[src/rtl/scd_pkg.sv]
// Shared types, command codes and display command bytes for the SPI display command engine.
package scd_pkg;

    localparam logic [2:0] CMD_WINDOW  = 3'd0;
    localparam logic [2:0] CMD_PIXEL   = 3'd1;
    localparam logic [2:0] CMD_ROTATE  = 3'd2;
    localparam logic [2:0] CMD_SCRAREA = 3'd3;
    localparam logic [2:0] CMD_SCROLL  = 3'd4;
    localparam logic [2:0] CMD_BRIGHT  = 3'd5;

    localparam logic [1:0] ST_OK      = 2'd0;
    localparam logic [1:0] ST_INVALID = 2'd1;
    localparam logic [1:0] ST_NOTPERM = 2'd2;
    localparam logic [1:0] ST_BUSY    = 2'd3;

    localparam logic [1:0] CFG_NATIVE_WIDTH  = 2'd0;
    localparam logic [1:0] CFG_NATIVE_HEIGHT = 2'd1;
    localparam logic [1:0] CFG_CTRL_TYPE     = 2'd2;

    localparam logic [1:0] CTRL_FIRST  = 2'd0;
    localparam logic [1:0] CTRL_SECOND = 2'd1;
    localparam logic [1:0] CTRL_THIRD  = 2'd2;

    localparam logic [7:0] DCS_CASET   = 8'h2A;
    localparam logic [7:0] DCS_PASET   = 8'h2B;
    localparam logic [7:0] DCS_RAMWR   = 8'h2C;
    localparam logic [7:0] DCS_VSCRDEF = 8'h33;
    localparam logic [7:0] DCS_MADCTL  = 8'h36;
    localparam logic [7:0] DCS_VSCSAD  = 8'h37;
    localparam logic [7:0] DCS_WRDISBV = 8'h51;
    localparam logic [7:0] DCS_WRCTRLD = 8'h53;

    localparam logic [10:0] RESET_WIDTH  = 11'd240;
    localparam logic [10:0] RESET_HEIGHT = 11'd320;

    localparam int QUEUE_DEPTH = 4;
    localparam int QUEUE_AW    = $clog2(QUEUE_DEPTH);

    typedef enum logic [6:0] {
        KIND_REJECT  = 7'b0000001,
        KIND_WINDOW  = 7'b0000010,
        KIND_PIXEL   = 7'b0000100,
        KIND_ROTATE  = 7'b0001000,
        KIND_SCRAREA = 7'b0010000,
        KIND_SCROLL  = 7'b0100000,
        KIND_BRIGHT  = 7'b1000000
    } kind_t;

    typedef struct packed {
        kind_t             kind;
        logic [1:0]        status;
        logic [10:0]       width;
        logic [10:0]       height;
        logic [3:0][15:0]  args;
    } desc_t;

    function automatic logic [7:0] madctl_value(input logic [1:0] ctype, input logic [1:0] rot);
        logic [7:0] v;
        v = 8'h00;
        case (ctype)
            CTRL_SECOND: begin
                case (rot)
                    2'd0:    v = 8'h08;
                    2'd1:    v = 8'h68;
                    2'd2:    v = 8'hC8;
                    default: v = 8'hA8;
                endcase
            end
            CTRL_THIRD: begin
                case (rot)
                    2'd0:    v = 8'h48;
                    2'd1:    v = 8'h28;
                    2'd2:    v = 8'h88;
                    default: v = 8'hE8;
                endcase
            end
            default: begin
                case (rot)
                    2'd0:    v = 8'h00;
                    2'd1:    v = 8'h61;
                    2'd2:    v = 8'hC0;
                    default: v = 8'hA0;
                endcase
            end
        endcase
        return v;
    endfunction

endpackage

[src/rtl/scd_front.sv]
// Command front end: configuration registers, argument checks, panel state and descriptor build.
module scd_front (
    input  logic                aclk,
    input  logic                aresetn,
    input  logic                s_valid,
    output logic                s_ready,
    input  logic [2:0]          s_cmd,
    input  logic [9:0]          s_col_start,
    input  logic [9:0]          s_row_start,
    input  logic [9:0]          s_col_end,
    input  logic [9:0]          s_row_end,
    input  logic [15:0]         s_pixel_color,
    input  logic [7:0]          s_rotation_code,
    input  logic [10:0]         s_scroll_top,
    input  logic [10:0]         s_scroll_height,
    input  logic [9:0]          s_scroll_offset,
    input  logic [7:0]          s_brightness,
    input  logic                cfg_valid,
    output logic                cfg_ready,
    input  logic [1:0]          cfg_index,
    input  logic [10:0]         cfg_data,
    output logic                q_push,
    input  logic                q_full,
    output scd_pkg::desc_t      q_desc
);

    logic [10:0] nat_w_reg, nat_w_next;
    logic [10:0] nat_h_reg, nat_h_next;
    logic [1:0]  ctype_reg, ctype_next;
    logic        rot_odd_reg, rot_odd_next;
    logic [10:0] cur_w_reg, cur_w_next;
    logic [10:0] cur_h_reg, cur_h_next;
    logic        win_reg, win_next;
    logic [20:0] pix_reg, pix_next;

    logic        accept;
    logic        cfg_we;
    logic [10:0] dx, dy;
    logic [20:0] area;
    logic [11:0] scr_sum;
    logic        win_bad;
    scd_pkg::desc_t d;

    assign s_ready   = !q_full;
    assign cfg_ready = 1'b1;
    assign accept    = s_valid && s_ready;
    assign cfg_we    = cfg_valid && cfg_ready;

    assign dx      = {1'b0, s_col_end} - {1'b0, s_col_start} + 11'd1;
    assign dy      = {1'b0, s_row_end} - {1'b0, s_row_start} + 11'd1;
    assign area    = {10'b0, dx} * {10'b0, dy};
    assign scr_sum = {1'b0, s_scroll_top} + {1'b0, s_scroll_height};
    assign win_bad = (s_col_start > s_col_end) || (s_row_start > s_row_end) ||
                     ({1'b0, s_col_end} >= cur_w_reg) || ({1'b0, s_row_end} >= cur_h_reg);

    always_comb begin
        d          = '0;
        d.kind     = scd_pkg::KIND_REJECT;
        d.status   = scd_pkg::ST_OK;
        d.width    = cur_w_reg;
        d.height   = cur_h_reg;
        nat_w_next   = nat_w_reg;
        nat_h_next   = nat_h_reg;
        ctype_next   = ctype_reg;
        rot_odd_next = rot_odd_reg;
        cur_w_next   = cur_w_reg;
        cur_h_next   = cur_h_reg;
        win_next     = win_reg;
        pix_next     = pix_reg;

        case (s_cmd)
            scd_pkg::CMD_WINDOW: begin
                if (win_bad) begin
                    d.status = scd_pkg::ST_INVALID;
                end else begin
                    d.kind    = scd_pkg::KIND_WINDOW;
                    d.args[0] = {6'b0, s_col_start};
                    d.args[1] = {6'b0, s_col_end};
                    d.args[2] = {6'b0, s_row_start};
                    d.args[3] = {6'b0, s_row_end};
                    win_next  = 1'b1;
                    pix_next  = area;
                end
            end
            scd_pkg::CMD_PIXEL: begin
                if (!win_reg || (pix_reg == '0)) begin
                    d.status = scd_pkg::ST_NOTPERM;
                end else begin
                    d.kind    = scd_pkg::KIND_PIXEL;
                    d.args[0] = s_pixel_color;
                    pix_next  = pix_reg - 21'd1;
                    if (pix_reg == 21'd1) begin
                        win_next = 1'b0;
                    end
                end
            end
            scd_pkg::CMD_ROTATE: begin
                if (win_reg) begin
                    d.status = scd_pkg::ST_BUSY;
                end else if (s_rotation_code > 8'd3) begin
                    d.status = scd_pkg::ST_INVALID;
                end else begin
                    d.kind       = scd_pkg::KIND_ROTATE;
                    d.args[0]    = {8'b0, scd_pkg::madctl_value(ctype_reg, s_rotation_code[1:0])};
                    rot_odd_next = s_rotation_code[0];
                    cur_w_next   = s_rotation_code[0] ? nat_h_reg : nat_w_reg;
                    cur_h_next   = s_rotation_code[0] ? nat_w_reg : nat_h_reg;
                    d.width      = cur_w_next;
                    d.height     = cur_h_next;
                end
            end
            scd_pkg::CMD_SCRAREA: begin
                if (win_reg) begin
                    d.status = scd_pkg::ST_BUSY;
                end else if (scr_sum > {1'b0, cur_h_reg}) begin
                    d.status = scd_pkg::ST_INVALID;
                end else begin
                    d.kind    = scd_pkg::KIND_SCRAREA;
                    d.args[0] = {5'b0, s_scroll_top};
                    d.args[1] = {5'b0, s_scroll_height};
                    d.args[2] = {5'b0, cur_h_reg - scr_sum[10:0]};
                end
            end
            scd_pkg::CMD_SCROLL: begin
                if (win_reg) begin
                    d.status = scd_pkg::ST_BUSY;
                end else if ({1'b0, s_scroll_offset} >= cur_h_reg) begin
                    d.status = scd_pkg::ST_INVALID;
                end else begin
                    d.kind    = scd_pkg::KIND_SCROLL;
                    d.args[0] = {6'b0, s_scroll_offset};
                end
            end
            scd_pkg::CMD_BRIGHT: begin
                if (win_reg) begin
                    d.status = scd_pkg::ST_BUSY;
                end else begin
                    d.kind    = scd_pkg::KIND_BRIGHT;
                    d.args[0] = {8'b0, s_brightness};
                end
            end
            default: begin
                d.status = scd_pkg::ST_INVALID;
            end
        endcase

        if (!accept) begin
            rot_odd_next = rot_odd_reg;
            cur_w_next   = cur_w_reg;
            cur_h_next   = cur_h_reg;
            win_next     = win_reg;
            pix_next     = pix_reg;
        end

        // register writes must only arrive while idle; the block itself does not enforce this
        if (cfg_we) begin
            case (cfg_index)
                scd_pkg::CFG_NATIVE_WIDTH:  nat_w_next = cfg_data;
                scd_pkg::CFG_NATIVE_HEIGHT: nat_h_next = cfg_data;
                scd_pkg::CFG_CTRL_TYPE:     ctype_next = cfg_data[1:0];
                default: ;
            endcase
            if ((cfg_index == scd_pkg::CFG_NATIVE_WIDTH) ||
                (cfg_index == scd_pkg::CFG_NATIVE_HEIGHT)) begin
                cur_w_next = rot_odd_reg ? nat_h_next : nat_w_next;
                cur_h_next = rot_odd_reg ? nat_w_next : nat_h_next;
            end
        end
    end

    assign q_push = accept;
    assign q_desc = d;

    always_ff @(posedge aclk) begin
        if (!aresetn) begin
            nat_w_reg   <= scd_pkg::RESET_WIDTH;
            nat_h_reg   <= scd_pkg::RESET_HEIGHT;
            ctype_reg   <= scd_pkg::CTRL_FIRST;
            rot_odd_reg <= 1'b0;
            cur_w_reg   <= scd_pkg::RESET_WIDTH;
            cur_h_reg   <= scd_pkg::RESET_HEIGHT;
            win_reg     <= 1'b0;
            pix_reg     <= '0;
        end else begin
            nat_w_reg   <= nat_w_next;
            nat_h_reg   <= nat_h_next;
            ctype_reg   <= ctype_next;
            rot_odd_reg <= rot_odd_next;
            cur_w_reg   <= cur_w_next;
            cur_h_reg   <= cur_h_next;
            win_reg     <= win_next;
            pix_reg     <= pix_next;
        end
    end

endmodule

[src/rtl/scd_queue.sv]
// Small descriptor queue between the front end and the byte sequencer.
module scd_queue (
    input  logic                aclk,
    input  logic                aresetn,
    input  logic                push,
    input  scd_pkg::desc_t      push_desc,
    output logic                full,
    input  logic                pop,
    output logic                head_valid,
    output scd_pkg::desc_t      head_desc
);

    localparam int AW = scd_pkg::QUEUE_AW;

    scd_pkg::desc_t          entry_reg [scd_pkg::QUEUE_DEPTH];
    logic [AW-1:0]           wr_ptr_reg, wr_ptr_next;
    logic [AW-1:0]           rd_ptr_reg, rd_ptr_next;
    logic [AW:0]             count_reg, count_next;
    logic                    do_push, do_pop;

    assign full       = (count_reg == (AW+1)'(scd_pkg::QUEUE_DEPTH));
    assign head_valid = (count_reg != '0);
    assign head_desc  = entry_reg[rd_ptr_reg];
    assign do_push    = push && !full;
    assign do_pop     = pop && head_valid;

    always_comb begin
        wr_ptr_next = do_push ? wr_ptr_reg + 1'b1 : wr_ptr_reg;
        rd_ptr_next = do_pop ? rd_ptr_reg + 1'b1 : rd_ptr_reg;
        count_next  = count_reg;
        if (do_push && !do_pop) begin
            count_next = count_reg + 1'b1;
        end else if (do_pop && !do_push) begin
            count_next = count_reg - 1'b1;
        end
    end

    always_ff @(posedge aclk) begin
        if (do_push) begin
            entry_reg[wr_ptr_reg] <= push_desc;
        end
    end

    always_ff @(posedge aclk) begin
        if (!aresetn) begin
            wr_ptr_reg <= '0;
            rd_ptr_reg <= '0;
            count_reg  <= '0;
        end else begin
            wr_ptr_reg <= wr_ptr_next;
            rd_ptr_reg <= rd_ptr_next;
            count_reg  <= count_next;
        end
    end

endmodule

[src/rtl/scd_back.sv]
// Byte sequencer: walks each descriptor's byte list into the registered result port.
module scd_back (
    input  logic                aclk,
    input  logic                aresetn,
    input  logic                q_valid,
    input  scd_pkg::desc_t      q_desc,
    output logic                q_pop,
    output logic                m_valid,
    input  logic                m_ready,
    output logic                m_byte_valid,
    output logic                m_is_data,
    output logic [7:0]          m_bus_byte,
    output logic                m_release_select,
    output logic                m_last,
    output logic [1:0]          m_status,
    output logic [10:0]         m_current_width_out,
    output logic [10:0]         m_current_height_out
);

    logic [3:0]  idx_reg, idx_next;
    logic        valid_reg, valid_next;
    logic        bval_reg, data_reg, rel_reg, last_reg;
    logic [7:0]  byte_reg;
    logic [1:0]  status_reg;
    logic [10:0] w_reg, h_reg;

    logic        load;
    logic        b_val, b_data, b_rel, b_last;
    logic [7:0]  b_byte;
    logic [15:0] a0, a1, a2, a3;

    assign a0 = q_desc.args[0];
    assign a1 = q_desc.args[1];
    assign a2 = q_desc.args[2];
    assign a3 = q_desc.args[3];

    always_comb begin
        b_val  = 1'b1;
        b_data = 1'b1;
        b_rel  = 1'b0;
        b_last = 1'b0;
        b_byte = 8'h00;
        case (q_desc.kind)
            scd_pkg::KIND_WINDOW: begin
                case (idx_reg)
                    4'd0:  begin b_data = 1'b0; b_byte = scd_pkg::DCS_CASET; end
                    4'd1:  b_byte = a0[15:8];
                    4'd2:  b_byte = a0[7:0];
                    4'd3:  b_byte = a1[15:8];
                    4'd4:  begin b_byte = a1[7:0]; b_rel = 1'b1; end
                    4'd5:  begin b_data = 1'b0; b_byte = scd_pkg::DCS_PASET; end
                    4'd6:  b_byte = a2[15:8];
                    4'd7:  b_byte = a2[7:0];
                    4'd8:  b_byte = a3[15:8];
                    4'd9:  begin b_byte = a3[7:0]; b_rel = 1'b1; end
                    default: begin
                        b_data = 1'b0;
                        b_byte = scd_pkg::DCS_RAMWR;
                        b_rel  = 1'b1;
                        b_last = 1'b1;
                    end
                endcase
            end
            scd_pkg::KIND_PIXEL: begin
                if (idx_reg == 4'd0) begin
                    b_byte = a0[15:8];
                end else begin
                    b_byte = a0[7:0];
                    b_rel  = 1'b1;
                    b_last = 1'b1;
                end
            end
            scd_pkg::KIND_ROTATE: begin
                if (idx_reg == 4'd0) begin
                    b_data = 1'b0;
                    b_byte = scd_pkg::DCS_MADCTL;
                end else begin
                    b_byte = a0[7:0];
                    b_rel  = 1'b1;
                    b_last = 1'b1;
                end
            end
            scd_pkg::KIND_SCRAREA: begin
                case (idx_reg)
                    4'd0:  begin b_data = 1'b0; b_byte = scd_pkg::DCS_VSCRDEF; end
                    4'd1:  b_byte = a0[15:8];
                    4'd2:  b_byte = a0[7:0];
                    4'd3:  b_byte = a1[15:8];
                    4'd4:  b_byte = a1[7:0];
                    4'd5:  b_byte = a2[15:8];
                    default: begin b_byte = a2[7:0]; b_rel = 1'b1; b_last = 1'b1; end
                endcase
            end
            scd_pkg::KIND_SCROLL: begin
                case (idx_reg)
                    4'd0:  begin b_data = 1'b0; b_byte = scd_pkg::DCS_VSCSAD; end
                    4'd1:  b_byte = a0[15:8];
                    default: begin b_byte = a0[7:0]; b_rel = 1'b1; b_last = 1'b1; end
                endcase
            end
            scd_pkg::KIND_BRIGHT: begin
                case (idx_reg)
                    4'd0:  begin b_data = 1'b0; b_byte = scd_pkg::DCS_WRCTRLD; end
                    4'd1:  begin b_byte = scd_pkg::DCS_RAMWR; b_rel = 1'b1; end
                    4'd2:  begin b_data = 1'b0; b_byte = scd_pkg::DCS_WRDISBV; end
                    default: begin b_byte = a0[7:0]; b_rel = 1'b1; b_last = 1'b1; end
                endcase
            end
            default: begin
                // rejected command: status word only
                b_val  = 1'b0;
                b_data = 1'b0;
                b_last = 1'b1;
            end
        endcase
    end

    assign load  = q_valid && (!valid_reg || m_ready);
    assign q_pop = load && b_last;

    always_comb begin
        idx_next   = idx_reg;
        valid_next = valid_reg;
        if (m_ready) begin
            valid_next = 1'b0;
        end
        if (load) begin
            valid_next = 1'b1;
            idx_next   = b_last ? 4'd0 : idx_reg + 4'd1;
        end
    end

    always_ff @(posedge aclk) begin
        if (!aresetn) begin
            idx_reg   <= '0;
            valid_reg <= 1'b0;
        end else begin
            idx_reg   <= idx_next;
            valid_reg <= valid_next;
        end
    end

    always_ff @(posedge aclk) begin
        if (load) begin
            bval_reg   <= b_val;
            data_reg   <= b_data;
            byte_reg   <= b_byte;
            rel_reg    <= b_rel;
            last_reg   <= b_last;
            status_reg <= q_desc.status;
            w_reg      <= q_desc.width;
            h_reg      <= q_desc.height;
        end
    end

    assign m_valid              = valid_reg;
    assign m_byte_valid         = bval_reg;
    assign m_is_data            = data_reg;
    assign m_bus_byte           = byte_reg;
    assign m_release_select     = rel_reg;
    assign m_last               = last_reg;
    assign m_status             = status_reg;
    assign m_current_width_out  = w_reg;
    assign m_current_height_out = h_reg;

endmodule

[src/rtl/spi_display_command_engine.sv]
// Top level of the SPI display command engine.
// Takes one display command per cycle while the four-entry command queue has room; every
// command is checked and the panel state updated as it is accepted. The byte sequencer then
// hands out one result word per cycle while the result port is ready: a pixel push gives 2
// words, rotation 2, scroll 3, brightness 4, scroll area 7, set window 11, and a rejected
// command 1 status-only word. Sustained throughput is set by that sequencer. Configuration writes
// are taken every cycle; native size writes reload the logical size at once.
module spi_display_command_engine (
    input  logic          aclk,
    input  logic          aresetn,
    input  logic          s_valid,
    output logic          s_ready,
    input  logic [2:0]    s_cmd,
    input  logic [9:0]    s_col_start,
    input  logic [9:0]    s_row_start,
    input  logic [9:0]    s_col_end,
    input  logic [9:0]    s_row_end,
    input  logic [15:0]   s_pixel_color,
    input  logic [7:0]    s_rotation_code,
    input  logic [10:0]   s_scroll_top,
    input  logic [10:0]   s_scroll_height,
    input  logic [9:0]    s_scroll_offset,
    input  logic [7:0]    s_brightness,
    output logic          m_valid,
    input  logic          m_ready,
    output logic          m_byte_valid,
    output logic          m_is_data,
    output logic [7:0]    m_bus_byte,
    output logic          m_release_select,
    output logic          m_last,
    output logic [1:0]    m_status,
    output logic [10:0]   m_current_width_out,
    output logic [10:0]   m_current_height_out,
    input  logic          cfg_valid,
    output logic          cfg_ready,
    input  logic [1:0]    cfg_index,
    input  logic [10:0]   cfg_data
);

    logic           q_push, q_full, q_pop, q_valid;
    scd_pkg::desc_t q_in, q_head;

    scd_front u_front (
        .aclk            (aclk),
        .aresetn         (aresetn),
        .s_valid         (s_valid),
        .s_ready         (s_ready),
        .s_cmd           (s_cmd),
        .s_col_start     (s_col_start),
        .s_row_start     (s_row_start),
        .s_col_end       (s_col_end),
        .s_row_end       (s_row_end),
        .s_pixel_color   (s_pixel_color),
        .s_rotation_code (s_rotation_code),
        .s_scroll_top    (s_scroll_top),
        .s_scroll_height (s_scroll_height),
        .s_scroll_offset (s_scroll_offset),
        .s_brightness    (s_brightness),
        .cfg_valid       (cfg_valid),
        .cfg_ready       (cfg_ready),
        .cfg_index       (cfg_index),
        .cfg_data        (cfg_data),
        .q_push          (q_push),
        .q_full          (q_full),
        .q_desc          (q_in)
    );

    scd_queue u_queue (
        .aclk       (aclk),
        .aresetn    (aresetn),
        .push       (q_push),
        .push_desc  (q_in),
        .full       (q_full),
        .pop        (q_pop),
        .head_valid (q_valid),
        .head_desc  (q_head)
    );

    scd_back u_back (
        .aclk                 (aclk),
        .aresetn              (aresetn),
        .q_valid              (q_valid),
        .q_desc               (q_head),
        .q_pop                (q_pop),
        .m_valid              (m_valid),
        .m_ready              (m_ready),
        .m_byte_valid         (m_byte_valid),
        .m_is_data            (m_is_data),
        .m_bus_byte           (m_bus_byte),
        .m_release_select     (m_release_select),
        .m_last               (m_last),
        .m_status             (m_status),
        .m_current_width_out  (m_current_width_out),
        .m_current_height_out (m_current_height_out)
    );

endmodule

[config.mk]
export PLATFORM = sky130hd
export DESIGN_NAME = spi_display_command_engine
export DESIGN_NICKNAME = d
export VERILOG_FILES = /design/src/rtl/scd_pkg.sv /design/src/rtl/scd_front.sv /design/src/rtl/scd_queue.sv /design/src/rtl/scd_back.sv /design/src/rtl/spi_display_command_engine.sv
export SDC_FILE = /design/constraint.sdc
export NUM_CORES = 1
export LEC_CHECK = 0
export ABC_AREA = 1
export CAP_MARGIN = 20
export CORE_UTILIZATION = 35
export CTS_BUF_LIST = sky130_fd_sc_hd__clkbuf_4 sky130_fd_sc_hd__clkbuf_8
export DETAILED_ROUTE_END_ITERATION = 8
export DONT_BUFFER_PORTS = 1
export GPL_TIMING_DRIVEN = 0
export PLACE_DENSITY_LB_ADDON = 0.08
export SETUP_SLACK_MARGIN = 0.5
export SYNTH_ARGS = -nofsm -noshare
export SYNTH_HDL_FRONTEND = slang
export SYNTH_SLANG_ARGS = --single-unit
[constraint.sdc]
create_clock -name aclk -period 6.8 [get_ports aclk]
set_input_delay 1.02 -clock aclk [delete_from_list [all_inputs] [get_ports aclk]]
set_output_delay 1.02 -clock aclk [all_outputs]
set_load 0.05 [all_outputs]
# --- Word level (Yosys, flattened, before mapping) ---
# Memory sizes are Yosys's and may differ from the RTL's. A register that Yosys moved wholly into a read port is not among the register bits.
# Cells that the tools add are included.
op_classes:
  n_addsub: 12
  mul: 1
  order_cmp: 7
  n_eq_ne: 31
  n_mux: 92
  bitwise_logic: 2
  n_reduce_logical: 41
op_table:
  columns: ["op", "n"]
  rows:
  - ["2-to-1 mux 11 bit", 18]
  - ["case mux 16 bit (6 select lines)", 1]
  - ["case mux 8 bit (3 select lines)", 4]
  - ["case mux 8 bit (6 select lines)", 2]
  - ["case mux 8 bit (10 select lines)", 1]
  - ["2-to-1 mux 22 bit", 3]
  - ["case mux 32 bit (2 select lines)", 1]
  - ["2-to-1 mux 58 bit", 1]
  - ["2-to-1 mux 16 bit", 3]
  - ["2-to-1 mux 48 bit", 1]
  - ["2-to-1 mux 43 bit", 1]
  - ["2-to-1 mux 21 bit", 2]
  - ["case mux 21 bit (2 select lines)", 1]
  - ["case mux 7 bit (6 select lines)", 1]
  - [">= comparator 10 x 11 -> 1 bit", 3]
  - ["2-to-1 mux 8 bit", 4]
  - ["case mux 8 bit (2 select lines)", 2]
  - ["2-to-1 mux 7 bit", 4]
  - ["adder 11 x 1 -> 11 bit (second input constant)", 2]
  - ["subtractor 10 x 10 -> 11 bit", 2]
  - ["== test 21 x 1 -> 1 bit (second input constant)", 1]
  - ["zero test 21 bit", 1]
  - ["multiplier 11 x 11 -> 21 bit", 1]
  - ["subtractor 21 x 1 -> 21 bit (second input constant)", 1]
  - ["54 further kinds", 125]
word_totals:
  reg_bits: 117
  ram_bits: 356
  inputBits: 125
  out_inout_bits: 39
  word_cells: 208
  mem_count: 1
mem_list:
  columns: ["name", "words", "word_bits", "rd", "rd_clocked_by_memory_dff", "wr", "line", "text"]
  rows:
  - ["u_queue.entry_reg", 4, 89, 1, 1, 1, "scd_queue.sv:15", "scd_pkg::desc_t entry_reg [scd_pkg::QUEUE_DEPTH];"]

# --- Depth between registers and ports, before layout ---
# Gate-level depths: netlist (run 1).
depth:
  word_depth: 9
  mapped_depth: 39
  mapped_depth_nobuf: 39

# --- Cells and area by module ---
# Synthesis (run 1) repeated with hierarchy kept, for this count alone.
unflattened:
  hier_cells: 3457
  hier_area_um2: 30569.3
modules_own_cells:
  columns: ["module", "n_inst", "cells_each", "area_each_um2", "seq_area_each_um2"]
  rows:
  - ["scd_queue", 1, 987, 14550.2, 11591.1]
  - ["scd_front", 1, 2058, 13111.3, 1381.3]
  - ["scd_back", 1, 412, 2907.8, 1181.1]

# --- Worst setup path before layout (run 1) ---
# OpenSTA, ideal clock, no wires.
synth_path:
  kind: "input to register"
  from: "in s_row_end[1]"
  to: "reg u_front.pix_reg[16]"
  setup_ns: 0.132
  arrival_time_ns: 7.063
  required_ns: 6.668
  path_slack_ns: -0.396
  cell_stages: 33
  path_buffers: 0
  path_cell_list: "inv_1 ha_1 inv_1 ha_1 inv_1 fa_1 or2_1 a31oi_1 nand2_1 nand2_1 a21oi_1 or2_2 nand2_1 nor2_1 fa_1 inv_1 fa_1 inv_1 fa_1 fa_1 inv_1 fa_1 inv_1 ha_1 nand2_1 o21ai_0 a21oi_1 nand2_1 or2_2 nand3_1 o21ai_0 nand2_1 a21oi_1"
synth_between:
  elab_chain_cells: 6
  word_cells_on_any_way: 12
  cone_classes: "add/sub: 2; mul: 1; order compare: 2; eq/ne: 1; mux: 2; reduce/logical: 4"
synth_lines:
  columns: ["element", "line", "text"]
  rows:
  - ["from (decl)", "spi_display_command_engine.sv:17", "input logic [9:0] s_row_end,"]
  - ["branches (longest 6 deep; another with multiplier 11 x 11 -> 21 bit)", null, null]
  - ["to (signal assigned)", "scd_front.sv:192", "pix_reg <= pix_next;"]
  - ["to (decl)", "scd_front.sv:34", "logic [20:0] pix_reg, pix_next;"]
# Several ways; the timed one is not identified. The select of a mux whose other input is x is not followed.
# A chain may end at the register's enable or synchronous reset.

# --- Worst setup path after layout (run 1) ---
layout_path:
  from: "in s_col_end[1]"
  to: "reg u_front.pix_reg[13]"
layout_between:
  elab_chain_cells: 6
  word_cells_on_any_way: 12
  cone_classes: "add/sub: 2; mul: 1; order compare: 2; eq/ne: 1; mux: 2; reduce/logical: 4"
layout_lines:
  columns: ["element", "line", "text"]
  rows:
  - ["from (decl)", "spi_display_command_engine.sv:16", "input logic [9:0] s_col_end,"]
  - ["branches (longest 6 deep; another with multiplier 11 x 11 -> 21 bit)", null, null]
# Several ways; the timed one is not identified. The select of a mux whose other input is x is not followed.

==> results of run 1 <==
[worst reg2reg max path, stage by stage, from the launching register on]
cell	delay [ns]
dfxtp_1	0.36
inv_1	0.12
nand3_1	0.50
nand2_1	0.53
clkbuf_1	0.51
nor2_4	0.76
buf_12	0.27
buf_12	0.21
[layer usage]
metal / vias to the layer above / wire [microns] / GRT usage
met5: - / 35 / 0
li1: 11168 / - / -
met3: 136 / 6700 / 0.0546
met2: 792 / 48100 / 0.410
met1: 11709 / 45700 / 0.335
met4: 2 / 2740 / 0.0706
[layout make-up]
class	count	area, sq um
fillers	8015	46700
multi-input cells	2252	14400
flip-flops and latches	435	12200
inverters	445	1730
clock buffers	110	1340
well taps	1050	1310
repair buffers	50	606
plain buffers	120	578
clock inverters	37	260
diodes	2	5.00
[worst paths after layout]
kind,startpoint,to,slack [ns]
setup / recovery,s_col_end[1],u_front.pix_reg[13],0.45
hold / removal,u_front.nat_h_reg[7],u_front.nat_h_reg[7],0.49
setup reg to reg,u_queue.count_reg[0],u_queue.entry_reg[0][17],3.18
hold reg to reg,u_front.nat_h_reg[7],u_front.nat_h_reg[7],0.49
[kinds of logic (layout without fill, tap and decap cells)]
| kind of cell | after synthesis | count (layout) | synth area share |
|---|---|---|---|
| flip-flops | 435 | 435 | 0.437 |
| AND/OR/NAND/NOR | 1309 | 1309 | 0.200 |
| buffers and inverters | 565 | 762 | 0.0799 |
| adder cells (fa/ha/maj) | 278 | 278 | 0.147 |
| other | 1 | 3 | 0.000134 |
| XOR/XNOR | 36 | 36 | 0.0113 |
| AO/OA/AOI/OAI | 628 | 628 | 0.125 |
[placed cells by master (no fill, tap or decap), types with 8 or more instances in the layout]
cell      instances
nand2_1         626
buf_2            30
nand2_2          35
inv_4             9
buf_4            32
fa_1             82
o21ai_0         268
inv_1           404
clkbuf_8         83
nor2_1          343
nor3_1           29
nor2_2           13
clkbuf_1         72
clkbuf_4         32
ha_1            165
buf_6            10
a21o_1           10
nand4_1          61
inv_2            23
nor2_4           15
nand3_1         129
xnor2_1           9
o211ai_1         29
ha_4             21
clkinv_1         28
dfxtp_1          83
buf_12           14
edfxtp_1        352
a21oi_1         177
nand3_2          12
nand2_4          16
o22ai_1          57
o21ai_1           8
xor2_1           20
a21oi_2          15
[repair_timing]
item,4_1_cts,5_1_grt
pin swaps,38,19
setup endpoints to repair,13,13
setup buffers,19,10
resized for setup,65,67
[stage by stage]
stage | utilization | std cells | TNS [ns] | instance area [sq um] | hold WS [ns]
final | 0.410 | 4501 | 0 | 32400 | 0.493
after detailed placement | 0.379 | 4317 | -9.33 | 30000 | 0.473
after global routing | 0.410 | 4500 | 0 | 32400 | 0.523
after CTS | 0.405 | 4483 | 0 | 32000 | 0.488
after global placement | 0.374 | 4302 | -795.30 | 29600 | 0.465
after floorplan | - | 3252 | 0 | 28300 | 0.443
==> flow_metrics.tcl, run 1 <==
set metrics [dict create \
    fin_ws_ns 0.449 \
    synth-edff-count 352 \
    cts_max_level 3 \
    drive_gt1_frac 0.125 \
    io_buffers 0 \
    via_per_inst 5.29 \
    cp_max_fo 5 \
    synth_top_cell_by_area "edfxtp_1" \
    routed_wl_mm 103 \
    cts_tree "built" \
    yosys.cell_count.top_type "nand2_1" \
    setup_viol 0 \
    maxSlewViolCount 0 \
    wl_per_cell_microns 22.9 \
    drtPass1Iterations 8 \
    max_freq_ghz 0.157 \
    synth_area_sq_um 28000 \
    ys_ff_latch 435 \
    die_y_microns 285 \
    clock_latency_ns 0.71 \
    maxCapViolations 0 \
    cp.arrival_ns 6.94 \
    syn-instance-count 3252 \
    cts_root_buf "clkbuf_8" \
    rsz0062_at_grt "yes" \
    die_area_sq_um 81100 \
    skew_ns 0.0653 \
    cts_sinks 435 \
    drc_errors 0 \
    clock_path_buffers 3 \
    path_delay_family "adder cells" \
    die_w_microns 285 \
    area_growth_pct 15.8 \
    ant_nets 0 \
    ys_types 61 \
    yosysSeqAreaShare 0.437 \
    clkTransAtPathRegs_ns 0.06 \
    antenna_found_initial 4 \
    start_util 0.354 \
    gp_congestion 0.918 \
    async_flop_share 0 \
    start_kind "primary input" \
    hold_viol_final 0 \
    core_sq_um 79100 \
    via_count 23807 \
    synth.avg_cell_area_sq_um 8.61 \
    cts_made_buffers 79 \
    synth-main-ff-cell "edfxtp_1" \
    ioPinCount 164 \
    relSlewSlack 0.176 \
    grt_max_degree 26 \
    dp_hpwl_mm 80.5 \
    rr_worst_depth 7 \
    num_rows 103 \
    pre_cts_slack_ns -0.950 \
    grt_pass1_vias 23482 \
    path_buf_inv 10 \
    path_depth 39 \
    yosys.area.top_type_share 0.377 \
    synth_warnings 0 \
    max_stage_delay_ns 0.53 \
    tightest_slew_ns 1.22 \
    cp-end-kind "flop" \
    synth_fp_nets 3655 \
    gr-total-overflow 0 \
    nNetsFinal 3786 \
    hold_buffers 0 \
    synthTopCellsByArea "edfxtp_1 38%, nand2_1 8.8%, ha_1 8.6%" \
    largest_reg_flops 316 \
    worstPathRequired_ns 7.39 \
    fin_crit_ns 6.35 \
    track_usage 0.252 \
    synth_commonest_cells "654 x nand2_1, 427 x inv_1, 362 x nor2_1, 352 x edfxtp_1, 281 x o21ai_0" \
    hold_class "flop to flop" \
    crit_type "primary input to flop" \
    grt_pass1_wl_mm 151 \
    worst_path_max_delay_cell "fa_1" \
    drtIter0Drc 2077 \
    period_share 0.934 \
    status "complete, no violations" \
    hold-path-cell-count 2 \
]
Power of run 1 is left out: the tool's default activity adds up to more than one toggle a clock period on the data nets, which glitch-free logic cannot reach.
==> run 2, diff against run 1 <==
--- a/config.mk
+++ b/config.mk
@@ -5,7 +5,7 @@
 export SDC_FILE = /design/constraint.sdc
 export NUM_CORES = 1
 export LEC_CHECK = 0
-export ABC_AREA = 1
+export ABC_AREA = 0
 export CAP_MARGIN = 20
 export CORE_UTILIZATION = 35
 export CTS_BUF_LIST = sky130_fd_sc_hd__clkbuf_4 sky130_fd_sc_hd__clkbuf_8
==> flow_metrics.tcl, run 2 <==
set metrics [dict create \
    antenna_found_initial 6 \
    core_sq_um 75900 \
    synth_top_family_by_area "adder cells" \
    ioPinCount 164 \
    violations "setup timing" \
    max_stage_delay_ns 0.57 \
    final_common_cell "edfxtp_1" \
    fin_ws_ns -0.310 \
    maxSlewViolCount 0 \
    status "finished, violations left" \
    synthAdderAreaFrac 0.154 \
    async_flop_share 0 \
    synth-simple-area-share 0.112 \
    relSlewSlack 0.221 \
    start_kind "primary input" \
    drtPass1Iterations 5 \
    rsz0062_at_grt "yes" \
    cp.arrival_ns 7.69 \
    die_y_microns 279 \
    drtIter0Drc 1309 \
    synth_compound_area_frac 0.117 \
    io_buffers 0 \
    finalInstanceArea_sq_um 30900 \
    grt_pass1_wl_mm 131 \
    yosys.area.top_type_share 0.394 \
    clock_path_buffers 3 \
    skew_ns 0.0741 \
    clkTransAtPathRegs_ns 0.06 \
    clock_latency_ns 0.69 \
    drive_gt1_frac 0.160 \
    wl_per_cell_microns 24.9 \
    synthTopCellsByArea "edfxtp_1 39%, ha_1 8.9%, mux4_2 6.6%" \
    setup_viol 8 \
    via_per_inst 5.38 \
    period_share 1.05 \
    synth_commonest_cells "352 x edfxtp_1, 250 x inv_1, 231 x nand2_1, 191 x ha_1, 133 x nor2_1" \
    synth-main-ff-cell "edfxtp_1" \
    placed_cells 3407 \
    place_area_sq_um 28500 \
    worstPathRequired_ns 7.38 \
    final_cell_mix "352 x edfxtp_1, 237 x inv_1, 229 x nand2_1, 179 x ha_1, 130 x nor2_1" \
    fin_util 0.407 \
    cts_tree "built" \
    hold_viol_final 0 \
    grt_pass1_vias 19670 \
    ys_ff_latch 435 \
    cts_root_buf "clkbuf_8" \
    cts_max_level 3 \
    synth-edff-count 352 \
    synth_area_sq_um 26800 \
    yosysSeqAreaShare 0.456 \
    track_usage 0.230 \
    synth_warnings 0 \
    cp_max_fo 5 \
    cts_sinks 435 \
    ant_nets 0 \
    die_w_microns 279 \
    area_growth_pct 15.2 \
    grt_max_degree 43 \
    die_area_sq_um 77800 \
    via_count 19317 \
    fin_cells 3588 \
    tightest_slew_ns 1.17 \
    hold_class "primary input to flop" \
    yosys.cell_count.top_type "edfxtp_1" \
    nNetsFinal 2902 \
    maxCapViolations 0 \
    synthXorXnorAreaFrac 0.0183 \
    synth_top_cell_by_area "edfxtp_1" \
    whs_ns 0.448 \
    ys_types 94 \
    start_util 0.353 \
    largest_reg_flops 316 \
    crit_type "primary input to flop" \
    synth.avg_cell_area_sq_um 11.3 \
    routed_wl_mm 89.2 \
    dp_hpwl_mm 68.1 \
    muxShareOfSynthArea 0.0895 \
    synth_fp_nets 2770 \
    cp-end-kind "flop" \
    seqCellArea_sq_um 12200 \
    drc_errors 0 \
    fin_crit_ns 7.11 \
    gp_congestion 0.930 \
    multi_input_area_sq_um 13800 \
    worst_path_max_delay_cell "fa_1" \
    num_rows 101 \
    fill_cells 7330 \
    cts_made_buffers 79 \
    gr-total-overflow 0 \
    max_freq_ghz 0.141 \
    syn-instance-count 2368 \
]
-- run 2: cell count changes after synthesis, sizes merged, moves of 74 or more --
cell | before | now
nand2 | 678 | 232
nor2 | 373 | 134
inv | 438 | 250
o21ai | 281 | 106
nand3 | 143 | 36
mux4 | 0 | 79
a21oi | 194 | 120
-- run 2: kinds of logic (layout without fill, tap and decap cells) --
kind of cell / Yosys count / in the layout
mux: 141 / 141
simple gates: 630 / 630
other cells: 1 / 3
xor+xnor: 56 / 56
flops: 435 / 435
buf+inv: 363 / 551
fa+ha+maj: 278 / 278
compound gates: 464 / 464
-- run 2: critical path, delay by kind of cell --
family          cells  cell delay [ns]
compound gates      9             1.42
buf+inv            12             0.82
fa+ha+maj          10             3.72
xor+xnor            2             0.57
simple gates        1             0.11
-- run 2: metrics by stage --
step | TNS, ns | setup WS, ns
finish | -1.47 | -0.310
global route | -3.30 | -0.526
CTS | -1.56 | -0.379
detailed placement | -14.32 | -1.57
global placement | -14.98 | -1.69
floorplan | -3.47 | -0.504
-- run 2: per-layer routing --
| metal | vias up | routed length [microns] | part of all wire | global-route usage |
|---|---|---|---|---|
| met5 | - | 34 | 0.00038 | 0 |
| met4 | 6 | 2240 | 0.025 | 0.0679 |
| li1 | 8897 | - | - | - |
| met1 | 9713 | 39300 | 0.44 | 0.310 |
| met2 | 584 | 41000 | 0.46 | 0.363 |
| met3 | 117 | 6630 | 0.074 | 0.0594 |
-- run 2: layout make-up --
| type | count | area share |
|---|---|---|
| repair buffers | 51 | 0.0168 |
| inverters | 252 | 0.0312 |
| flip-flops and latches | 435 | 0.396 |
| clock inverters | 36 | 0.00943 |
| well taps | 1030 | 0.0417 |
| multi-input cells | 1570 | 0.447 |
| plain buffers | 111 | 0.0175 |
| clock buffers | 101 | 0.0407 |
| diodes | 2 | 0.000162 |
-- run 2: timing repair --
action / 4_1_cts / 5_1_grt
pin swaps: 53 / 10
setup endpoints to repair: 12 / 17
hold buffers: 0 / 0
gates resized for setup: 78 / 32
setup buffers: 30 / 11
-- run 2: path summary, 6_finish.rpt --
kind,startpoint,end,slack (ns),cells past startpoint
worst min-delay path,cfg_data[8],u_front.nat_h_reg[8],0.45,2
worst max register to register,u_front.cur_w_reg[3],u_queue.entry_reg[3][22],2.44,11
worst max-delay path,s_row_end[1],u_front.pix_reg[14],-0.31,34
worst min register to register,u_front.pix_reg[18],u_front.pix_reg[18],0.46,2
Power of run 2 is left out for the same reason.
